**src/hw/rtl/eps_pkg.sv**
```systemverilog
// Shared types and constants for the encoder position servo.
// Used by eps_regs, eps_ctrl, eps_dp and encoder_position_pid_servo.
`default_nettype none

package eps_pkg;

  // Default width of the position counter
  localparam int POS_BITS_DEF = 32;

  // Configuration port
  localparam int CFG_AW = 5;
  localparam int CFG_DW = 32;

  // Datapath widths
  localparam int MUL_AW = 17;                 // unsigned gain/period plus a sign bit
  localparam int MUL_BW = 33;                 // error, error delta or integral
  localparam int PROD_W = MUL_AW + MUL_BW;    // signed product
  localparam int ISUM_W = PROD_W + 1;         // integral plus step
  localparam int ACC_W  = PROD_W + 1;         // kp*e + kd*d
  localparam int SUM_W  = ACC_W + 1;          // plus ki*I / 2^16
  localparam int FRAC_W = 16;                 // low part of ki*I kept aside
  localparam int S_W    = 19;                 // clamped sum, +-2^17
  localparam int V_W    = S_W + FRAC_W;       // control in Q24
  localparam int SUM_LIM = 131072;            // clamp of the Q8 sum

  localparam logic [7:0] DUTY_MAX = 8'hFF;

  // Reset values of the registers
  localparam logic [31:0] TARGET_RST = 32'd1137;
  localparam logic [15:0] KP_RST     = 16'd768;
  localparam logic [15:0] KI_RST     = 16'd128;
  localparam logic [15:0] KD_RST     = 16'd0;
  localparam logic [15:0] PERIOD_RST = 16'd131;
  localparam logic [30:0] ILIM_RST   = 31'd65536000;
  localparam logic [7:0]  MIN_DUTY_RST = 8'd50;
  localparam logic [7:0]  DEADBAND_RST = 8'd1;

  // Item kinds
  typedef enum logic [1:0] {
    KIND_EDGE = 2'd0,
    KIND_TICK = 2'd1,
    KIND_ZERO = 2'd2
  } kind_t;

  // Register map, word index
  typedef enum logic [2:0] {
    REG_TARGET   = 3'd0,
    REG_KP       = 3'd1,
    REG_KI       = 3'd2,
    REG_KD       = 3'd3,
    REG_PERIOD   = 3'd4,
    REG_ILIM     = 3'd5,
    REG_MIN_DUTY = 3'd6,
    REG_DEADBAND = 3'd7
  } reg_idx_t;

  // Controller states
  typedef enum logic [2:0] {
    ST_IDLE   = 3'd0,
    ST_MUL_IP = 3'd1,
    ST_INTEG  = 3'd2,
    ST_MUL_D  = 3'd3,
    ST_MUL_I  = 3'd4,
    ST_SUM    = 3'd5,
    ST_OUT    = 3'd6
  } state_t;

  // Multiplier operand select
  typedef enum logic [1:0] {
    MUL_E_PERIOD = 2'd0,
    MUL_KP_E     = 2'd1,
    MUL_KD_D     = 2'd2,
    MUL_KI_I     = 2'd3
  } mul_sel_t;

  typedef struct packed {
    logic [31:0] target;
    logic [15:0] kp;
    logic [15:0] ki;
    logic [15:0] kd;
    logic [15:0] period;
    logic [30:0] ilim;
    logic [7:0]  min_duty;
    logic [7:0]  deadband;
  } cfg_t;

  typedef struct packed {
    logic     pos_inc;
    logic     pos_dec;
    logic     pos_clr;
    logic     tick_load;
    logic     mul_en;
    mul_sel_t mul_sel;
    logic     integ_upd;
    logic     acc_load;
    logic     acc_add;
    logic     sum_load;
    logic     out_load;
  } dp_cmd_t;

  typedef struct packed {
    logic out_free;
  } dp_stat_t;

endpackage

`default_nettype wire

```
**src/hw/rtl/eps_regs.sv**
```systemverilog
// Configuration register file with an APB-style write/read port.
// Depends on eps_pkg for the register map, reset values and cfg_t.
`default_nettype none

module eps_regs
  import eps_pkg::*;
(
  input  wire logic              clk,
  input  wire logic              rst_n,
  input  wire logic              psel,
  input  wire logic              penable,
  input  wire logic              pwrite,
  input  wire logic [CFG_AW-1:0] paddr,
  input  wire logic [CFG_DW-1:0] pwdata,
  output logic      [CFG_DW-1:0] prdata,
  output logic                   pready,
  output cfg_t                   cfg
);

  cfg_t     cfg_r;
  cfg_t     cfg_nxt;
  reg_idx_t idx;
  logic     wr;

  assign idx    = reg_idx_t'(paddr[CFG_AW-1:2]);
  assign wr     = psel && penable && pwrite;
  assign pready = 1'b1;
  assign cfg    = cfg_r;

  // Register write decode
  always_comb begin
    cfg_nxt = cfg_r;
    if (wr) begin
      case (idx)
        REG_TARGET:   cfg_nxt.target   = pwdata[31:0];
        REG_KP:       cfg_nxt.kp       = pwdata[15:0];
        REG_KI:       cfg_nxt.ki       = pwdata[15:0];
        REG_KD:       cfg_nxt.kd       = pwdata[15:0];
        REG_PERIOD:   cfg_nxt.period   = pwdata[15:0];
        REG_ILIM:     cfg_nxt.ilim     = pwdata[30:0];
        REG_MIN_DUTY: cfg_nxt.min_duty = pwdata[7:0];
        REG_DEADBAND: cfg_nxt.deadband = pwdata[7:0];
        default:      cfg_nxt = cfg_r;
      endcase
    end
  end

  always_ff @(posedge clk) begin
    if (!rst_n) begin
      cfg_r.target   <= TARGET_RST;
      cfg_r.kp       <= KP_RST;
      cfg_r.ki       <= KI_RST;
      cfg_r.kd       <= KD_RST;
      cfg_r.period   <= PERIOD_RST;
      cfg_r.ilim     <= ILIM_RST;
      cfg_r.min_duty <= MIN_DUTY_RST;
      cfg_r.deadband <= DEADBAND_RST;
    end else begin
      cfg_r <= cfg_nxt;
    end
  end

  // Read mux, zero-extended
  always_comb begin
    case (idx)
      REG_TARGET:   prdata = cfg_r.target;
      REG_KP:       prdata = {16'b0, cfg_r.kp};
      REG_KI:       prdata = {16'b0, cfg_r.ki};
      REG_KD:       prdata = {16'b0, cfg_r.kd};
      REG_PERIOD:   prdata = {16'b0, cfg_r.period};
      REG_ILIM:     prdata = {1'b0, cfg_r.ilim};
      REG_MIN_DUTY: prdata = {24'b0, cfg_r.min_duty};
      REG_DEADBAND: prdata = {24'b0, cfg_r.deadband};
      default:      prdata = '0;
    endcase
  end

endmodule

`default_nettype wire

```
**src/hw/rtl/eps_ctrl.sv**
```systemverilog
// Sequencer for the servo: accepts words and steps the datapath through a tick.
// Depends on eps_pkg for state_t, kind_t, dp_cmd_t and dp_stat_t.
`default_nettype none

module eps_ctrl
  import eps_pkg::*;
(
  input  wire logic       clk,
  input  wire logic       rst_n,
  input  wire logic       in_valid,
  input  wire logic [1:0] in_kind,
  input  wire logic       in_b_level,
  output logic            in_stall,
  input  wire dp_stat_t   stat,
  output dp_cmd_t         cmd
);

  state_t state_r;
  state_t state_nxt;
  logic   accept;

  assign in_stall = (state_r != ST_IDLE);
  assign accept   = in_valid && !in_stall;

  always_ff @(posedge clk) begin
    if (!rst_n) begin
      state_r <= ST_IDLE;
    end else begin
      state_r <= state_nxt;
    end
  end

  // Next state and datapath commands
  always_comb begin
    state_nxt = state_r;
    cmd       = '0;
    cmd.mul_sel = MUL_E_PERIOD;
    case (state_r)
      ST_IDLE: begin
        if (accept) begin
          case (kind_t'(in_kind))
            KIND_EDGE: begin
              cmd.pos_dec = in_b_level;
              cmd.pos_inc = !in_b_level;
            end
            KIND_ZERO: cmd.pos_clr = 1'b1;
            KIND_TICK: begin
              cmd.tick_load = 1'b1;
              state_nxt     = ST_MUL_IP;
            end
            default: ;
          endcase
        end
      end
      // e * period
      ST_MUL_IP: begin
        cmd.mul_en  = 1'b1;
        cmd.mul_sel = MUL_E_PERIOD;
        state_nxt   = ST_INTEG;
      end
      // clamp the integral, start kp * e
      ST_INTEG: begin
        cmd.integ_upd = 1'b1;
        cmd.mul_en    = 1'b1;
        cmd.mul_sel   = MUL_KP_E;
        state_nxt     = ST_MUL_D;
      end
      ST_MUL_D: begin
        cmd.acc_load = 1'b1;
        cmd.mul_en   = 1'b1;
        cmd.mul_sel  = MUL_KD_D;
        state_nxt    = ST_MUL_I;
      end
      ST_MUL_I: begin
        cmd.acc_add = 1'b1;
        cmd.mul_en  = 1'b1;
        cmd.mul_sel = MUL_KI_I;
        state_nxt   = ST_SUM;
      end
      ST_SUM: begin
        cmd.sum_load = 1'b1;
        state_nxt    = ST_OUT;
      end
      // wait for the result register to free up
      ST_OUT: begin
        if (stat.out_free) begin
          cmd.out_load = 1'b1;
          state_nxt    = ST_IDLE;
        end
      end
      default: state_nxt = ST_IDLE;
    endcase
  end

endmodule

`default_nettype wire

```
**src/hw/rtl/eps_dp.sv**
```systemverilog
// Servo datapath: position counter, PID state, shared multiplier, result register.
// Depends on eps_pkg for widths, cfg_t, dp_cmd_t and dp_stat_t.
`default_nettype none

module eps_dp
  import eps_pkg::*;
#(
  parameter int POSITION_BITS = POS_BITS_DEF
) (
  input  wire logic  clk,
  input  wire logic  rst_n,
  input  wire cfg_t  cfg,
  input  wire dp_cmd_t cmd,
  output dp_stat_t   stat,
  input  wire logic  out_stall,
  output logic       out_valid,
  output logic [7:0] out_duty,
  output logic       out_direction,
  output logic signed [31:0] out_position,
  output logic signed [31:0] out_error
);

  // Persistent state
  logic [POSITION_BITS-1:0] pos_r, pos_nxt;
  logic signed [31:0]       integ_r, integ_nxt;
  logic signed [31:0]       last_err_r;

  // Per-tick working registers
  logic signed [31:0]        e_r, pos32_r;
  logic signed [MUL_BW-1:0]  d_r;
  logic signed [PROD_W-1:0]  prod_r, prod_nxt;
  logic signed [ACC_W-1:0]   acc_r, acc_nxt;
  logic signed [S_W-1:0]     s_r, s_nxt;
  logic [FRAC_W-1:0]         blo_r;

  // Result register
  logic                      out_valid_r, out_valid_nxt;
  logic [7:0]                duty_r, duty_nxt;
  logic                      dir_r, dir_nxt;
  logic signed [31:0]        opos_r, oerr_r;

  logic [63:0]               pos_ext;
  logic signed [31:0]        pos32, e_cur;
  logic signed [MUL_BW-1:0]  d_cur;
  logic signed [MUL_AW-1:0]  mul_a;
  logic signed [MUL_BW-1:0]  mul_b;
  logic signed [ISUM_W-1:0]  isum, ilim;
  logic signed [SUM_W-1:0]   s_full, s_lim;
  logic signed [V_W-1:0]     v;
  logic [V_W-1:0]            mag;
  logic [7:0]                duty_raw;
  logic [31:0]               abse;

  // Position sampled as a 32-bit count
  assign pos_ext = {{(64 - POSITION_BITS){pos_r[POSITION_BITS-1]}}, pos_r};
  assign pos32   = pos_ext[31:0];
  assign e_cur   = cfg.target - pos32;
  assign d_cur   = {e_cur[31], e_cur} - {last_err_r[31], last_err_r};

  // Position counter
  always_comb begin
    pos_nxt = pos_r;
    if (cmd.pos_clr) begin
      pos_nxt = '0;
    end else if (cmd.pos_inc) begin
      pos_nxt = pos_r + POSITION_BITS'(1);
    end else if (cmd.pos_dec) begin
      pos_nxt = pos_r - POSITION_BITS'(1);
    end
  end

  // Shared multiplier, one product per step
  always_comb begin
    case (cmd.mul_sel)
      MUL_E_PERIOD: begin
        mul_a = $signed({1'b0, cfg.period});
        mul_b = $signed({e_r[31], e_r});
      end
      MUL_KP_E: begin
        mul_a = $signed({1'b0, cfg.kp});
        mul_b = $signed({e_r[31], e_r});
      end
      MUL_KD_D: begin
        mul_a = $signed({1'b0, cfg.kd});
        mul_b = d_r;
      end
      MUL_KI_I: begin
        mul_a = $signed({1'b0, cfg.ki});
        mul_b = $signed({integ_r[31], integ_r});
      end
      default: begin
        mul_a = '0;
        mul_b = '0;
      end
    endcase
    prod_nxt = PROD_W'(mul_a) * PROD_W'(mul_b);
  end

  // Integral step with symmetric clamp
  always_comb begin
    isum = ISUM_W'(integ_r) + ISUM_W'(prod_r);
    ilim = $signed(ISUM_W'({1'b0, cfg.ilim}));
    if (isum > ilim) begin
      integ_nxt = 32'(ilim);
    end else if (isum < -ilim) begin
      integ_nxt = 32'(-ilim);
    end else begin
      integ_nxt = 32'(isum);
    end
  end

  // kp*e + kd*d accumulation
  assign acc_nxt = cmd.acc_load ? ACC_W'(prod_r) : acc_r + ACC_W'(prod_r);

  // Add the whole part of ki*I and clamp
  always_comb begin
    s_full = SUM_W'(acc_r) + SUM_W'(prod_r >>> FRAC_W);
    s_lim  = SUM_W'(SUM_LIM);
    if (s_full > s_lim) begin
      s_nxt = S_W'(s_lim);
    end else if (s_full < -s_lim) begin
      s_nxt = S_W'(-s_lim);
    end else begin
      s_nxt = S_W'(s_full);
    end
  end

  // Direction, duty and minimum duty outside the deadband
  always_comb begin
    v        = $signed({s_r, blo_r});
    dir_nxt  = !v[V_W-1] && (v != '0);
    mag      = v[V_W-1] ? V_W'(-v) : V_W'(v);
    duty_raw = (|mag[V_W-1:32]) ? DUTY_MAX : mag[31:24];
    abse     = e_r[31] ? 32'(-e_r) : 32'(e_r);
    duty_nxt = duty_raw;
    if ((abse > {24'b0, cfg.deadband}) && (duty_raw < cfg.min_duty)) begin
      duty_nxt = cfg.min_duty;
    end
  end

  // Result handshake
  always_comb begin
    out_valid_nxt = out_valid_r;
    if (cmd.out_load) begin
      out_valid_nxt = 1'b1;
    end else if (!out_stall) begin
      out_valid_nxt = 1'b0;
    end
  end

  assign stat.out_free = !out_valid_r || !out_stall;

  // Control and state registers
  always_ff @(posedge clk) begin
    if (!rst_n) begin
      pos_r       <= '0;
      integ_r     <= '0;
      last_err_r  <= '0;
      out_valid_r <= 1'b0;
    end else begin
      pos_r       <= pos_nxt;
      out_valid_r <= out_valid_nxt;
      if (cmd.tick_load) begin
        last_err_r <= e_cur;
      end
      if (cmd.integ_upd) begin
        integ_r <= integ_nxt;
      end
    end
  end

  // Working and payload registers
  always_ff @(posedge clk) begin
    if (cmd.tick_load) begin
      e_r     <= e_cur;
      d_r     <= d_cur;
      pos32_r <= pos32;
    end
    if (cmd.mul_en) begin
      prod_r <= prod_nxt;
    end
    if (cmd.acc_load || cmd.acc_add) begin
      acc_r <= acc_nxt;
    end
    if (cmd.sum_load) begin
      s_r   <= s_nxt;
      blo_r <= prod_r[FRAC_W-1:0];
    end
    if (cmd.out_load) begin
      duty_r <= duty_nxt;
      dir_r  <= dir_nxt;
      opos_r <= pos32_r;
      oerr_r <= e_r;
    end
  end

  assign out_valid     = out_valid_r;
  assign out_duty      = duty_r;
  assign out_direction = dir_r;
  assign out_position  = opos_r;
  assign out_error     = oerr_r;

endmodule

`default_nettype wire

```
**src/hw/rtl/encoder_position_pid_servo.sv**
```systemverilog
// Top level of the encoder position servo: register file, sequencer, datapath.
// Depends on eps_pkg, eps_regs, eps_ctrl and eps_dp.
//
//   channel   direction  handshake           payload
//   in_       input      in_valid/in_stall   in_kind, in_b_level
//   out_      output     out_valid/out_stall out_duty, out_direction, out_position, out_error
//   cfg       APB slave  psel/penable/pready paddr, pwdata, prdata (word i at 4*i)
//
// An edge or zero word is taken while the sequencer is idle. A tick stalls the input until
// its result is loaded: one shared 17x33 multiplier forms e*period, kp*e, kd*e_delta and
// ki*I in turn, with the integral clamp between them and the final sum after.
// Reset (rst_n low, synchronous) clears position, integral, last error and the
// result valid, and loads the register defaults. A stalled result holds; the next
// word is taken meanwhile, and a later tick waits in its last step for the slot.
`default_nettype none

module encoder_position_pid_servo
  import eps_pkg::*;
#(
  parameter int POSITION_BITS = POS_BITS_DEF
) (
  input  wire logic              clk,
  input  wire logic              rst_n,
  input  wire logic              in_valid,
  output logic                   in_stall,
  input  wire logic [1:0]        in_kind,
  input  wire logic              in_b_level,
  output logic                   out_valid,
  input  wire logic              out_stall,
  output logic [7:0]             out_duty,
  output logic                   out_direction,
  output logic signed [31:0]     out_position,
  output logic signed [31:0]     out_error,
  input  wire logic              psel,
  input  wire logic              penable,
  input  wire logic              pwrite,
  input  wire logic [CFG_AW-1:0] paddr,
  input  wire logic [CFG_DW-1:0] pwdata,
  output logic      [CFG_DW-1:0] prdata,
  output logic                   pready
);

  cfg_t     cfg;
  dp_cmd_t  cmd;
  dp_stat_t stat;

  eps_regs u_regs (
    .clk     (clk),
    .rst_n   (rst_n),
    .psel    (psel),
    .penable (penable),
    .pwrite  (pwrite),
    .paddr   (paddr),
    .pwdata  (pwdata),
    .prdata  (prdata),
    .pready  (pready),
    .cfg     (cfg)
  );

  eps_ctrl u_ctrl (
    .clk        (clk),
    .rst_n      (rst_n),
    .in_valid   (in_valid),
    .in_kind    (in_kind),
    .in_b_level (in_b_level),
    .in_stall   (in_stall),
    .stat       (stat),
    .cmd        (cmd)
  );

  eps_dp #(
    .POSITION_BITS (POSITION_BITS)
  ) u_dp (
    .clk           (clk),
    .rst_n         (rst_n),
    .cfg           (cfg),
    .cmd           (cmd),
    .stat          (stat),
    .out_stall     (out_stall),
    .out_valid     (out_valid),
    .out_duty      (out_duty),
    .out_direction (out_direction),
    .out_position  (out_position),
    .out_error     (out_error)
  );

endmodule

`default_nettype wire
```
**config.mk**
```make
export PLATFORM = sky130hd
export DESIGN_NAME = encoder_position_pid_servo
export DESIGN_NICKNAME = d
export VERILOG_FILES = /design/src/hw/rtl/eps_pkg.sv /design/src/hw/rtl/eps_regs.sv /design/src/hw/rtl/eps_ctrl.sv /design/src/hw/rtl/eps_dp.sv /design/src/hw/rtl/encoder_position_pid_servo.sv
export SDC_FILE = /design/constraint.sdc
export NUM_CORES = 2
export LEC_CHECK = 0
export CAP_MARGIN = 10
export CORE_MARGIN = 2
export CORE_UTILIZATION = 52
export CTS_CLUSTER_DIAMETER = 120
export DETAILED_ROUTE_END_ITERATION = 6
export DONT_BUFFER_PORTS = 1
export PLACE_DENSITY_LB_ADDON = 0.12
export SKIP_CTS_REPAIR_TIMING = 1
export SLEW_MARGIN = 40
export SYNTH_ARGS = -nofsm -noshare
export SYNTH_HDL_FRONTEND = slang
export SYNTH_HIERARCHICAL = 1
export SYNTH_SLANG_ARGS = --single-unit
```
**constraint.sdc**
```tcl
create_clock -name clk -period 12.5 [get_ports clk]
set_clock_uncertainty 0.05 [all_clocks]
set_input_delay 1.25 -clock clk [delete_from_list [all_inputs] [get_ports clk]]
set_output_delay 1.25 -clock clk [all_outputs]
set_load 0.005 [all_outputs]
```
### Word level (Yosys, flattened, before mapping)

Cells that the tools add are included.

* register bits after elaboration: 549
* bits in read-only memories: 0
* memories kept: 0
* bits of input ports: 47
* latch bits: 0
* bits in writable memories: 0

* bitwise gates (word level): 1
* shifts and indexed selects: 0
* multipliers: 1
* reductions and logical operators: 32
* add/subtract/negate cells: 10
* eq/ne operators: 22
* $lt $le $gt $ge: 6
* div/mod/pow operators: 0
* multiplexer cells: 31

Operators by type and width (number)
* one-hot mux 32 bit (8 select lines): 1
* two-way mux 32 bit: 5
* one-hot mux 33 bit (3 select lines): 1
* one-hot mux 17 bit (4 select lines): 1
* adder 51 x 34 -> 52 bit: 1
* > comparator 52 x 19 -> 1 bit, second input constant: 1
* less-than comparator 52 x 18 -> 1 bit, second input constant: 1
* adder 32 x 50 -> 51 bit: 1
* adder 51 x 50 -> 51 bit: 1
* > comparator 51 x 32 -> 1 bit: 1
* less-than comparator 51 bit: 1
* two-way mux 51 bit: 1
* negation 31 -> 51 bit: 1
* multiplier 17 x 33 -> 50 bit: 1
* two-way mux 35 bit: 1
* negation 35 bit: 1
* nonzero test 35 bit: 1
* subtractor 32 x 32 -> 33 bit: 1
* adder 32 x 1 -> 32 bit, second input constant: 1
* > comparator 32 x 8 -> 1 bit: 1
* negation 32 bit: 1
* subtractor 32 x 1 -> 32 bit, second input constant: 1
* subtractor 32 bit: 1
* == test 3 bit, second input constant: 7
* 27 further kinds: 69

### Logic depth before layout (Yosys ltp)

* word-level depth: 7
* depth in mapped cells: 36
* mapped depth without buffers: 33

### By module

The synthesis kept the hierarchy.

By module, submodules not included
* eps_dp: cells each 5632, area each 50075.5 um^2, sequential area each 11130.7 um^2, times used 1
* eps_regs: cells each 809, area each 6488.7 um^2, sequential area each 2862.7 um^2, times used 1
* eps_ctrl: cells each 37, area each 239.0 um^2, sequential area each 60.1 um^2, times used 1

### Worst setup path after synthesis

OpenSTA, ideal clock, no wires.

* path kind: input-to-reg
* from: input in_kind[1]
* to: register u_dp.last_err_r[10]
* library setup time: 0.117 ns
* setup slack: 3.087 ns
* data required time: 12.333 ns
* arrival time: 9.247 ns
* stages: 5
* cells stage by stage: nor3_1 -> clkbuf_1 -> buf_1 -> mux2i_1 -> nor2b_1

* cells in the longest elaborated chain, start to end: 4

Ends and longest elaborated chain
* start, declared: RTL line encoder_position_pid_servo.sv:26 `input wire logic [1:0] in_kind,`
* == test 2 x 1 -> 1 bit: RTL line eps_ctrl.sv:41 `case (kind_t'(in_kind))`
* two-way mux 1 bit: RTL line eps_ctrl.sv:41
* two-way mux 4 bit: RTL line eps_ctrl.sv:40 `if (accept) begin`
* two-way mux 4 bit: RTL line eps_ctrl.sv:38 `case (state_r)`
* end signal, assigned: RTL line eps_dp.sv:164 `last_err_r <= e_cur;`
* end, declared: RTL line eps_dp.sv:26 `logic signed [31:0] last_err_r;`

Every way passes these cells.
A chain may end at the register's enable or synchronous reset.

==> flow_summary.json <==
{
  "unrepaired_setup_endpoints_after_global_routing": "no",
  "yosys.area.top_type_share_pct": 17.9,
  "cp_data_arrival_time_ns": 10.32,
  "grt_pass1_wl_mm": 269,
  "syn-num-nets": 7494,
  "cts.htree.levels": 3,
  "ff2ff_path_depth": 27,
  "setup_tns_final_ns": 0,
  "grt_antenna_before_repair": 18,
  "ctsLongestPathBuffers": 3,
  "ys_top_cells_by_area": "fa_1 18%, edfxtp_1 16%, ha_1 10%",
  "clock.fmax_ghz": 0.100,
  "place.gp.congestion": 0.942,
  "clock_sink_count": 549,
  "hold_viol": 0,
  "final.min_clock_period_ns": 9.98,
  "route.detailed.wl_per_inst_um": 22.4,
  "initial_utilization_pct": 52.3,
  "via_per_inst": 5.95,
  "die_width_um": 335,
  "first_iter_violations": 3844,
  "core-area_sq_mm": 0.109,
  "synth.avg_cell_area_sq_um": 8.77,
  "primary_flip_flop_cell_chosen_by_synthesis_mapping": "edfxtp_1",
  "drt_wl_total_mm": 174,
  "r2r_start": "u_ctrl/state_r[2]$_SDFFE_PN0P_",
  "die_area_sq_mm": 0.112,
  "final_core_utilization_pct": 55.8,
  "ir_drop_mv": 0.123,
  "critical_path.startpoint_type": "flip-flop",
  "globalRouteTotalUtil_pct": 31.2,
  "yosys_reg_bits": 549,
  "rrSetupSlack_ns": 2.52,
  "core.rowCount": 121,
  "area_delta_synth_final_pct": 6.59,
  "dp_hpwl_mm": 137,
  "die-height_um": 335,
  "first_pass_iters": 7,
  "cp-startpoint": "u_ctrl/state_r[2]$_SDFFE_PN0P_",
  "crit_end": "u_dp/prod_r[48]$_DFFE_PP_",
  "worstReg2RegEnd": "u_dp/prod_r[48]$_DFFE_PP_",
  "relSlewSlack_pct": 37.9,
  "drc_errors": 0,
  "ys_types": 104,
  "drv_cap": 0,
  "tightest_slew_ns": 0.932,
  "latest_clock_arrival_within_the_worst_skew_pair_ns": 0.65,
  "num_io_pins": 155,
  "synth_enable_flop_cells": 306,
  "hp-class": "reg2reg",
  "fraction_of_final_layout_cells_with_drive_strength_greater_than_1_pct": 4.46,
  "number_of_standard_cells_after_synthesis": 6478,
  "crit_required_ns": 12.84,
  "path_class": "reg2reg",
  "cp-end-kind": "flip-flop",
  "synth.cell_area_sq_mm": 0.0568,
  "outcome": "completed",
  "place.port_buffers": 0,
  "num_vias": 46400,
  "final_nets": 7334,
  "totalPowerFinal_mw": 11.9,
  "antenna_violating_nets_post_route": 0,
  "synth.yosys.warnings": 6,
  "finalCritPeriodShare_pct": 79.8,
  "clock_tree_from_tritoncts": "built",
  "grt_pass1_vias": 45000,
  "number_of_buffers_created_by_cts": 68,
  "synth_top_cells_by_count": "892 x nand2_1, 790 x inv_1, 509 x fa_1",
  "path_clk_slew_ns": 0.06,
  "synth.yosys.seq_area_share_pct": 24.7,
  "cts.root.buffer_cell": "clkbuf_16",
  "synthMostInstantiatedCell": "nand2_1",
  "critical_path_peak_fanout": 71,
  "power.density_cell_area_mw_per_mm2": 197,
  "globalRoute.totalOverflow": 0,
  "synth-async-reset-ratio_pct": 0,
  "slew_limit_fails": 0,
  "setup_viol": 0,
  "grt_max_degree": 234,
  "synth_top_area_cell": "fa_1",
  "total_leakage_power_nw": 25.8,
  "num-fill-cells": 9749
}
-- cell usage in the layout, fill, tap and decap left out, drive strengths merged, types with 102 or more instances in the layout --
master  instances
a21boi        142
a21o          205
a21oi         357
dfxtp         243
edfxtp        306
fa            509
ha            460
inv           793
nand2         893
nand3         129
nor2          473
nor2b         102
o21ai         252
xnor2         209
-- how the worst min path moves through the flow --
| stage | startpoint | slack, ns | end | cells after the start |
|---|---|---|---|---|
| finish | u_dp/pos32_r[31]$_DFFE_PP_ | 0.36 | u_dp/out_position[31]$_DFFE_PP_ | 0 |
| global route | u_dp/pos32_r[28]$_DFFE_PP_ | 0.38 | u_dp/out_position[28]$_DFFE_PP_ | 0 |
| CTS | u_dp/pos32_r[31]$_DFFE_PP_ | 0.37 | u_dp/out_position[31]$_DFFE_PP_ | 0 |
| detailed placement | u_dp/pos32_r[1]$_DFFE_PP_ | 0.35 | u_dp/out_position[1]$_DFFE_PP_ | 0 |
| global placement | u_dp/pos32_r[21]$_DFFE_PP_ | 0.35 | u_dp/out_position[21]$_DFFE_PP_ | 0 |
| floorplan | u_dp/pos32_r[0]$_DFFE_PP_ | 0.35 | u_dp/out_position[0]$_DFFE_PP_ | 0 |
-- metrics by stage --
stage	setup slack (ns)	hold slack [ns]	area, sq um	instances
final	2.52	0.360	60500	7791
after global routing	1.76	0.377	60500	7785
after CTS	2.58	0.367	60500	7783
after detailed placement	2.64	0.355	58100	7660
after global placement	2.45	0.352	57900	7656
after floorplan	3.09	0.350	56800	6478
-- final cells by class --
type                       instances  area (sq um)  area share, %
multi-input combinational       4848         38800           64.1
sequential                       549         14100           23.2
inverter                         791          2970           4.91
clock buffer                      92          1950           3.21
tap                             1414          1770           2.92
timing repair buffer              60           523          0.864
clock inverter                    31           448          0.740
antenna                            6          15.0         0.0248
-- critical path, stage by stage, from the launching register on --
cell and delay, ns:
dfxtp_1 0.64, nand2_1 0.27, nand2_4 0.59, buf_4 0.65, nor2_1 0.16, a21oi_2 0.54, nand2_1 0.16, fa_1 0.55
fa_1 0.44, fa_1 0.48, fa_1 0.48, inv_1 0.05, fa_1 0.50, fa_1 0.49, ha_1 0.36, o21a_1 0.12
o21ai_0 0.34, nor4bb_1 0.11, a31oi_1 0.17, o31ai_1 0.15, o41ai_1 0.68, o21ai_0 0.30, a41oi_1 0.35, o21ai_0 0.30
a31oi_1 0.32, o21ai_0 0.13, a21oi_1 0.18, xnor2_1 0.08
-- layer usage --
metal / track usage [%] / wire (um)
met5: 0 / 83
met4: 11.3 / 6750
met3: 4.72 / 13300
met2: 49.4 / 78100
met1: 43.5 / 76100
-- where the power goes --
part / internal [mW] / switching (mW)
sequential: 2.33 / 0.360
combinational: 2.86 / 4.25
clock: 1.27 / 0.843
-- sequential cells by signal (all words and copies together), names as in the netlist --
register            cells
u_dp/pos32_r           32
u_dp/last_err_r        32
u_dp/blo_r             16
u_dp/s_r               19
u_ctrl/state_r          3
u_dp/out_valid          1
u_dp/integ_r           32
u_dp/pos32             32
u_dp/out_duty           8
u_dp/out_error         32
u_regs/cfg            143
u_dp/prod_r            50
u_dp/d_r               33
u_dp/out_direction      1
u_dp/acc_r             51
u_dp/e_r               32
u_dp/out_position      32
-- cells by family (layout without fill, tap and decap cells) --
| family | after synthesis | after routing | share of synthesized area [%] |
|---|---|---|---|
| AO/OA/AOI/OAI | 1392 | 1392 | 16.2 |
| XOR/XNOR | 297 | 297 | 4.58 |
| adder cells (fa/ha/maj) | 969 | 969 | 28.1 |
| buffers and inverters | 1081 | 974 | 7.31 |
| flip-flops | 549 | 549 | 24.7 |
| multiplexers | 127 | 127 | 2.58 |
| other | 1 | 7 | 0.00660 |
| AND/OR/NAND/NOR | 2062 | 2062 | 16.5 |
(Power assumes the default switching activity.)
